### config.mk
export PLATFORM = sky130hd
export DESIGN_NAME = line_follow_pid_steering_core
export DESIGN_NICKNAME = d
export VERILOG_FILES = /design/src/hdl/lfpid_pkg.sv /design/src/hdl/line_follow_pid_steering_core.sv
export SDC_FILE = /design/constraint.sdc
export NUM_CORES = 2
export LEC_CHECK = 0
export BUFFER_PORTS_ARGS = -buffer_cell sky130_fd_sc_hd__buf_2
export CAP_MARGIN = 10
export CORE_ASPECT_RATIO = 1.75
export CORE_MARGIN = 5
export CORE_UTILIZATION = 50
export DETAILED_ROUTE_END_ITERATION = 6
export HOLD_SLACK_MARGIN = 0.02
export PLACE_DENSITY = 0.62
export SETUP_SLACK_MARGIN = 0.05
export SKIP_CTS_REPAIR_TIMING = 1
export SLEW_MARGIN = 20
export SYNTH_ARGS = -nofsm -noshare
export SYNTH_HDL_FRONTEND = slang
export SYNTH_SLANG_ARGS = --single-unit
export TNS_END_PERCENT = 10
### constraint.sdc
create_clock -name clk -period 15.7 [get_ports clk]
set_input_delay 1.57 -clock clk [delete_from_list [all_inputs] [get_ports clk]]
set_output_delay 1.57 -clock clk [all_outputs]
set_load 0.05 [all_outputs]
### src/hdl/lfpid_pkg.sv
// Package for the line-follower PID steering core.
// Holds sensor weights, drive limits, register indexes and the steering select type.
// No dependencies; imported by line_follow_pid_steering_core.
package lfpid_pkg;

  localparam int SENSOR_COUNT = 8;
  localparam int SENSE_USED   = (SENSOR_COUNT > 8) ? 8 : SENSOR_COUNT;
  localparam logic [7:0] SENSE_MASK =
    (SENSOR_COUNT >= 8) ? 8'hFF : 8'((1 << SENSOR_COUNT) - 1);

  // per-sensor error weight, sensor 0 first
  localparam logic signed [6:0] WEIGHT [8] = '{
    7'sd25, 7'sd20, 7'sd12, 7'sd5, -7'sd5, -7'sd12, -7'sd20, -7'sd25
  };

  localparam logic signed [9:0] DRIVE_MIN = -10'sd20;
  localparam logic signed [9:0] DRIVE_MAX = 10'sd70;
  localparam logic [13:0] INT_SCALE = 14'd100;

  // PID sum / (256 * 200) = (sum >> 11) / 25
  localparam int          DIV_SHIFT  = 11;
  localparam logic [34:0] SAT_LIMIT  = 35'd13107200; // 256 * 200 * 256
  localparam logic [15:0] RECIP_25   = 16'd41944;    // ceil(2^20 / 25)
  localparam int          RECIP_BITS = 20;

  // configuration register indexes
  localparam logic [2:0] REG_GAIN_P    = 3'd0;
  localparam logic [2:0] REG_GAIN_I    = 3'd1;
  localparam logic [2:0] REG_GAIN_D    = 3'd2;
  localparam logic [2:0] REG_BASE      = 3'd3;
  localparam logic [2:0] REG_LEFT_MASK = 3'd4;
  localparam logic [2:0] REG_RIGHT_MASK = 3'd5;
  localparam logic [2:0] REG_LOST_SLOW = 3'd6;
  localparam logic [2:0] REG_LOST_FAST = 3'd7;

  typedef enum logic [1:0] {
    STEER_PID,    // line seen: PID drives
    STEER_LEFT,   // lost, last seen on the left: A slow, B fast
    STEER_RIGHT,  // lost, last seen on the right: A fast, B slow
    STEER_HOLD    // lost, no side matched: repeat last drives
  } steer_t;

  function automatic logic signed [7:0] sat_drive(input logic signed [9:0] v);
    if (v < DRIVE_MIN) begin
      return 8'(DRIVE_MIN);
    end else if (v > DRIVE_MAX) begin
      return 8'(DRIVE_MAX);
    end else begin
      return 8'(v);
    end
  endfunction

endpackage

### src/hdl/line_follow_pid_steering_core.sv
// Line-follower PID steering core: sensor reading in, two wheel drives out.
// Five-register pipeline: input, error/integral, products, magnitude, result.
// Depends on lfpid_pkg.
//
// Channel  | Dir | Handshake          | Payload
// ---------+-----+--------------------+-----------------------------------------
// s_       | in  | s_tvalid/s_tready  | s_tdata[7:0] sensor_bits
// m_       | out | m_tvalid/m_tready  | m_tdata drive_a, drive_b; m_tuser line_lost
// cfg_     | in  | cfg_valid/cfg_ready| cfg_index register, cfg_data value
//
// One reading is taken every cycle while the pipeline advances; each passes the input,
// error/integral, products, magnitude and result registers. The whole pipeline advances
// together and stops only when the result register is full and m_tready is low; s_tready
// follows that. Error, integral and last-seen state update in the second stage, only for
// readings that see the line, so each reading sees the state left by the last that did.
// rst (synchronous) clears state and sets the configuration registers to their defaults.
module line_follow_pid_steering_core (
  input  logic        clk,
  input  logic        rst,
  input  logic        s_tvalid,
  output logic        s_tready,
  input  logic [7:0]  s_tdata,   // [7:0] sensor_bits
  output logic        m_tvalid,
  input  logic        m_tready,
  output logic [15:0] m_tdata,   // [7:0] drive_a, [15:8] drive_b
  output logic        m_tuser,   // [0] line_lost
  input  logic        cfg_valid,
  output logic        cfg_ready,
  input  logic [2:0]  cfg_index,
  input  logic [17:0] cfg_data
);
  import lfpid_pkg::*;

  // configuration registers
  logic [17:0]       gain_p, gain_i, gain_d;
  logic [6:0]        base_speed;
  logic [7:0]        left_mask, right_mask;
  logic signed [7:0] lost_slow_drive, lost_fast_drive;

  // controller state
  logic [7:0]         last_seen_bits;
  logic signed [6:0]  prev_error;
  logic signed [14:0] error_integral;
  logic signed [7:0]  held_drive_a, held_drive_b;

  // pipeline
  logic               adv;
  logic               valid1, valid2, valid3, valid4;
  logic [7:0]         bits1;
  logic signed [6:0]  err2;
  logic signed [7:0]  diff2;
  logic signed [14:0] int2;
  steer_t             steer2, steer3, steer4;
  logic signed [25:0] prod_p;
  logic signed [33:0] prod_i;
  logic signed [26:0] prod_d;
  logic               neg4, big4;
  logic [12:0]        quot_in4;

  // stage 1 combinational
  logic               seen;
  logic signed [6:0]  err;
  logic signed [7:0]  diff;
  logic [13:0]        int_limit;
  logic               int_open;
  logic signed [15:0] int_sum;
  logic signed [14:0] error_integral_next;
  steer_t             steer;

  // stage 3 combinational
  logic signed [34:0] pid_sum;
  logic [34:0]        pid_mag;

  // output stage combinational
  logic [28:0]        quot_prod;
  logic [7:0]         term_mag;
  logic signed [9:0]  term;
  logic signed [9:0]  raw_a, raw_b;
  logic signed [7:0]  slow_sat, fast_sat;
  logic signed [7:0]  drive_a_next, drive_b_next;

  assign adv       = !m_tvalid || m_tready;
  assign s_tready  = adv;
  assign cfg_ready = 1'b1;

  // configuration writes
  always_ff @(posedge clk) begin
    if (rst) begin
      gain_p          <= '0;
      gain_i          <= '0;
      gain_d          <= '0;
      base_speed      <= '0;
      left_mask       <= 8'd240;
      right_mask      <= 8'd15;
      lost_slow_drive <= -8'sd20;
      lost_fast_drive <= 8'sd60;
    end else if (cfg_valid) begin
      unique case (cfg_index)
        REG_GAIN_P:     gain_p          <= cfg_data;
        REG_GAIN_I:     gain_i          <= cfg_data;
        REG_GAIN_D:     gain_d          <= cfg_data;
        REG_BASE:       base_speed      <= cfg_data[6:0];
        REG_LEFT_MASK:  left_mask       <= cfg_data[7:0];
        REG_RIGHT_MASK: right_mask      <= cfg_data[7:0];
        REG_LOST_SLOW:  lost_slow_drive <= $signed(cfg_data[7:0]);
        REG_LOST_FAST:  lost_fast_drive <= $signed(cfg_data[7:0]);
        default: ;
      endcase
    end
  end

  // stage 1: error, derivative, bounded integral, lost-line steering choice
  always_comb begin
    seen = |bits1;
    err  = '0;
    for (int k = 0; k < SENSE_USED; k++) begin
      if (bits1[k]) begin
        err = err + WEIGHT[k];
      end
    end
    diff      = 8'(err) - 8'(prev_error);
    int_limit = 14'(base_speed * INT_SCALE);
    int_open  = (16'(error_integral) < $signed({2'b00, int_limit})) &&
                (16'(error_integral) > -$signed({2'b00, int_limit}));
    int_sum   = 16'(error_integral) + 16'(err);
    error_integral_next = int_open ? 15'(int_sum) : error_integral;

    if (seen) begin
      steer = STEER_PID;
    end else if (|(last_seen_bits & left_mask)) begin
      steer = STEER_LEFT;
    end else if (|(last_seen_bits & right_mask)) begin
      steer = STEER_RIGHT;
    end else begin
      steer = STEER_HOLD;
    end
  end

  always_ff @(posedge clk) begin
    if (rst) begin
      valid1 <= 1'b0;
      valid2 <= 1'b0;
      valid3 <= 1'b0;
      valid4 <= 1'b0;
      last_seen_bits <= '0;
      prev_error     <= '0;
      error_integral <= '0;
    end else if (adv) begin
      valid1 <= s_tvalid;
      valid2 <= valid1;
      valid3 <= valid2;
      valid4 <= valid3;
      if (valid1 && seen) begin
        last_seen_bits <= bits1;
        prev_error     <= err;
        error_integral <= error_integral_next;
      end
    end
  end

  // stage 3: magnitude of the PID sum, split for the divide by 51200
  always_comb begin
    pid_sum = 35'(prod_p) + 35'(prod_i) + 35'(prod_d);
    pid_mag = pid_sum[34] ? 35'(-pid_sum) : 35'(pid_sum);
  end

  // payload registers of stages 1 to 4
  always_ff @(posedge clk) begin
    if (adv) begin
      bits1  <= s_tdata & SENSE_MASK;
      err2   <= err;
      diff2  <= diff;
      int2   <= error_integral_next;
      steer2 <= steer;
      prod_p <= $signed({1'b0, gain_p}) * err2;
      prod_i <= $signed({1'b0, gain_i}) * int2;
      prod_d <= $signed({1'b0, gain_d}) * diff2;
      steer3 <= steer2;
      neg4     <= pid_sum[34];
      big4     <= pid_mag >= SAT_LIMIT;
      quot_in4 <= pid_mag[DIV_SHIFT +: 13];
      steer4   <= steer3;
    end
  end

  // output stage: divide by 25 via reciprocal, add to base, saturate, or pick lost-line drives
  always_comb begin
    quot_prod = 29'(quot_in4) * 29'(RECIP_25);
    term_mag  = big4 ? 8'hFF : quot_prod[RECIP_BITS +: 8];
    term      = neg4 ? -$signed({2'b00, term_mag}) : $signed({2'b00, term_mag});
    raw_a     = $signed({3'b000, base_speed}) + term;
    raw_b     = $signed({3'b000, base_speed}) - term;
    slow_sat  = sat_drive(10'(lost_slow_drive));
    fast_sat  = sat_drive(10'(lost_fast_drive));
    unique case (steer4)
      STEER_PID: begin
        drive_a_next = sat_drive(raw_a);
        drive_b_next = sat_drive(raw_b);
      end
      STEER_LEFT: begin
        drive_a_next = slow_sat;
        drive_b_next = fast_sat;
      end
      STEER_RIGHT: begin
        drive_a_next = fast_sat;
        drive_b_next = slow_sat;
      end
      default: begin
        drive_a_next = held_drive_a;
        drive_b_next = held_drive_b;
      end
    endcase
  end

  always_ff @(posedge clk) begin
    if (rst) begin
      m_tvalid     <= 1'b0;
      held_drive_a <= '0;
      held_drive_b <= '0;
    end else if (adv) begin
      m_tvalid <= valid4;
      if (valid4) begin
        held_drive_a <= drive_a_next;
        held_drive_b <= drive_b_next;
      end
    end
  end

  always_ff @(posedge clk) begin
    if (adv && valid4) begin
      m_tdata <= {drive_b_next, drive_a_next};
      m_tuser <= (steer4 != STEER_PID);
    end
  end

endmodule
==> impl_metrics.py <==
metrics = {
    "outcome": {
        "status": "finished clean",
    },
    "global_routing": {
        "grt_util_met1_pct": 29.1,
        "met3_usage_pct": 1.53,
        "antenna_found_initial": 0,
        "grt_pass1_wl_mm": 165,
        "grt_usage_pct": 24.6,
        "top_usage_layer": "met2",
        "grt_pass1_vias": 30178,
        "overflow": 0,
        "grtUsageMet2_pct": 46.6,
        "grt_max_degree": 80,
    },
    "logic_synthesis": {
        "synth_edf_count": 163,
        "ys_ff_latch": 307,
        "ys_warn_count": 0,
        "synth_top_area_share_pct": 24.8,
        "async_reset_ff_share_pct": 0,
        "synth_area_sq_um": 38900,
        "synth_top_cell_by_area": "fa_1",
        "syn_nets": 5127,
        "avgSynthCellArea_sq_um": 9.39,
        "syn_inst": 4144,
        "synth-main-ff-cell": "edfxtp_1",
        "ys_seq_area_share_pct": 20.0,
        "ys_types": 97,
        "synthTopCellsByArea": "fa_1 (25%), ha_1 (15%), edfxtp_1 (13%)",
    },
    "finish": {
        "nNetsFinal": 5099,
        "register_area_sq_um": 7780,
        "drive_above_1_share_pct": 4.61,
        "areaGrowthSynthToFinish_pct": 5.80,
        "final_area_sq_um": 41200,
        "finalNonFillerCells": 5167,
        "multi_input_area_sq_um": 28400,
        "nFillCells": 7281,
    },
    "worst_setup_path": {
        "slowest_stage": "fa_1",
        "critPathRequiredTime_ns": 16.04,
        "timing.rr.start": "quot_in4[6]",
        "r2r_slack_ns": 6.71,
        "ff2ff_path_depth": 30,
        "r2r_end": "m_tdata[2]",
        "end_kind": "register",
        "critical_path.max_fanout": 10,
        "arrival_ns": 9.33,
        "path_class": "register to register",
        "worst_path_largest_cell_delay_ns": 0.60,
        "cpMostUsedCell": "inv_1",
        "startpoint_type": "register",
    },
    "sta": {
        "setup_slack_ns": 6.71,
        "finalHoldViolations": 0,
        "worstMarginPinSlew_ns": 1.07,
        "grt_setup_unrepaired": "no",
        "maxSlewViolCount": 0,
        "setup_viol": 0,
        "tns_ns": 0,
        "period_share_pct": 57.2,
        "fmax_mhz": 111,
        "skew_ns": 0.0134,
        "fin_crit_ns": 8.99,
        "slew_headroom_pct": 27.8,
    },
    "die": {
        "die_h_microns": 379,
        "initial_utilization_pct": 50.3,
        "io_pins": 54,
        "dieWidth_microns": 221,
        "dieArea_sq_um": 83800,
        "rows": 135,
        "core_sq_um": 77400,
    },
    "placement": {
        "pre_cts_slack_ns": 6.70,
        "gp_congestion": 0.871,
        "port_buffers": 52,
        "postPlaceCellArea_sq_um": 40100,
        "place_hpwl_mm": 81.6,
        "dp.cells": 5110,
    },
    "worst_hold_path": {
        "hp-class": "register to register",
        "whs_path_depth": 0,
        "holdPathEnd": "steer4[0]",
        "hp-start": "steer3[0]",
    },
    "clock_tree": {
        "clockBufferDepth": 3,
        "clk_pin_slew_ns": 0.07,
        "cts-root-buf": "clkbuf_16",
        "cts_tree": "yes",
        "cts_made_buffers": 31,
        "clk_latency_ns": 0.60,
        "clkSinkCount": 307,
        "htree_levels": 1,
    },
    "routing": {
        "drt_iter0_drc": 1403,
        "wl_mm": 102,
        "via_count": 28673,
        "drtAntennaViolNets": 0,
        "drc": 0,
        "avgRoutedWirePerCell_microns": 19.8,
        "vias_per_cell": 5.55,
        "drt-pass1-iter-count": 5,
    },
    "run": {
        "drv_cap": 0,
    },
}
## kinds of logic after synthesis
group	after synthesis	share of synthesized area, %
flip-flops	307	20.0
buffers and inverters	742	7.17
XOR/XNOR	184	4.19
adder cells (fa/ha/maj)	949	39.8
other	1	0.00963
AND/OR/NAND/NOR	1245	15.9
AO/OA/AOI/OAI	655	11.2
multiplexers	61	1.72
## per-layer routing
layer | routed length [microns] | share of wire [%]
met1 | 40200 | 39
met5 | 0 | 0
met2 | 54500 | 53
met4 | 4430 | 4.3
met3 | 3280 | 3.2
## metrics by stage
step	utilization [%]	hold slack, ns
floorplan	-	0.400
global placement	51.9	0.403
detailed placement	51.9	0.406
CTS	53.2	0.432
global route	53.2	0.436
finish	53.2	0.427
## layout make-up
cell class / instances / share of cell area [%]
Antenna cell: 1 / 0.00608
Clock buffer: 38 / 2.02
Clock inverter: 18 / 0.501
Inverter: 608 / 5.54
Multi-Input combinational cell: 3095 / 68.9
Sequential cell: 307 / 18.9
Tap cell: 1027 / 3.12
Timing Repair Buffer: 73 / 1.02
## how the worst max path moves through the flow
stage / from / slack, ns / end / cells past startpoint
2_1_floorplan: quot_in4[8] / 7.59 / m_tdata[2] / 31
3_3_place_gp: quot_in4[4] / 6.84 / m_tdata[2] / 31
3_5_place_dp: quot_in4[4] / 6.70 / m_tdata[2] / 31
4_1_cts: quot_in4[4] / 6.68 / m_tdata[2] / 30
5_1_grt: quot_in4[10] / 6.07 / m_tdata[2] / 31
6_report: quot_in4[6] / 6.71 / m_tdata[2] / 30
## cells in the final DEF (no fill, tap or decap), drive strengths merged, types with 24 or more instances in the layout
cell type	Yosys	layout
inv	606	608
nand2	483	483
fa	482	482
ha	467	467
and2	273	273
a21oi	210	210
edfxtp	163	163
nor2	162	162
dfxtp	144	144
xnor2	123	123
o21ai	105	105
nand2b	78	78
buf	11	73
xor2	60	60
a21o	53	53
nor3	49	49
nand3	48	48
mux2i	41	41
clkbuf	123	38
a31oi	37	37
o21a	31	31
o21bai	28	28
and3	27	27
nor2b	26	26
or3	24	24
## state kept, by name (all words and copies together) (netlist names), 8 cells and up
register / cells
prod_i: 34
prod_d: 27
prod_p: 26
gain_d: 18
gain_i: 18
gain_p: 18
m_tdata: 16
error_integral: 15
int2: 15
quot_in4: 13
bits1: 8
diff2: 8
held_drive_a: 8
held_drive_b: 8
last_seen_bits: 8
left_mask: 8
lost_fast_drive: 8
lost_slow_drive: 8
right_mask: 8
## critical path, delay by kind of cell, from the launching register on
kind / cells / cell delay (ns)
flops: 1 / 0.52
simple gates: 8 / 2.61
fa+ha+maj: 8 / 3.22
buf+inv: 5 / 0.42
mux: 1 / 0.46
compound gates: 6 / 1.09
xor+xnor: 2 / 0.37
## synthesized netlist by cell type (48+ instances only)
cell / n
ha_1: 467
o21ai_0: 97
clkbuf_1: 123
nor2_1: 161
xor2_1: 60
xnor2_1: 122
and2_1: 272
nand3_1: 48
a21oi_1: 210
a21o_1: 53
nand2b_1: 78
nor3_1: 49
fa_1: 482
edfxtp_1: 163
inv_1: 606
dfxtp_1: 144
nand2_1: 483
Power is left out: the tool's default activity adds up to more than one toggle a clock period on the data nets, which glitch-free logic cannot reach.
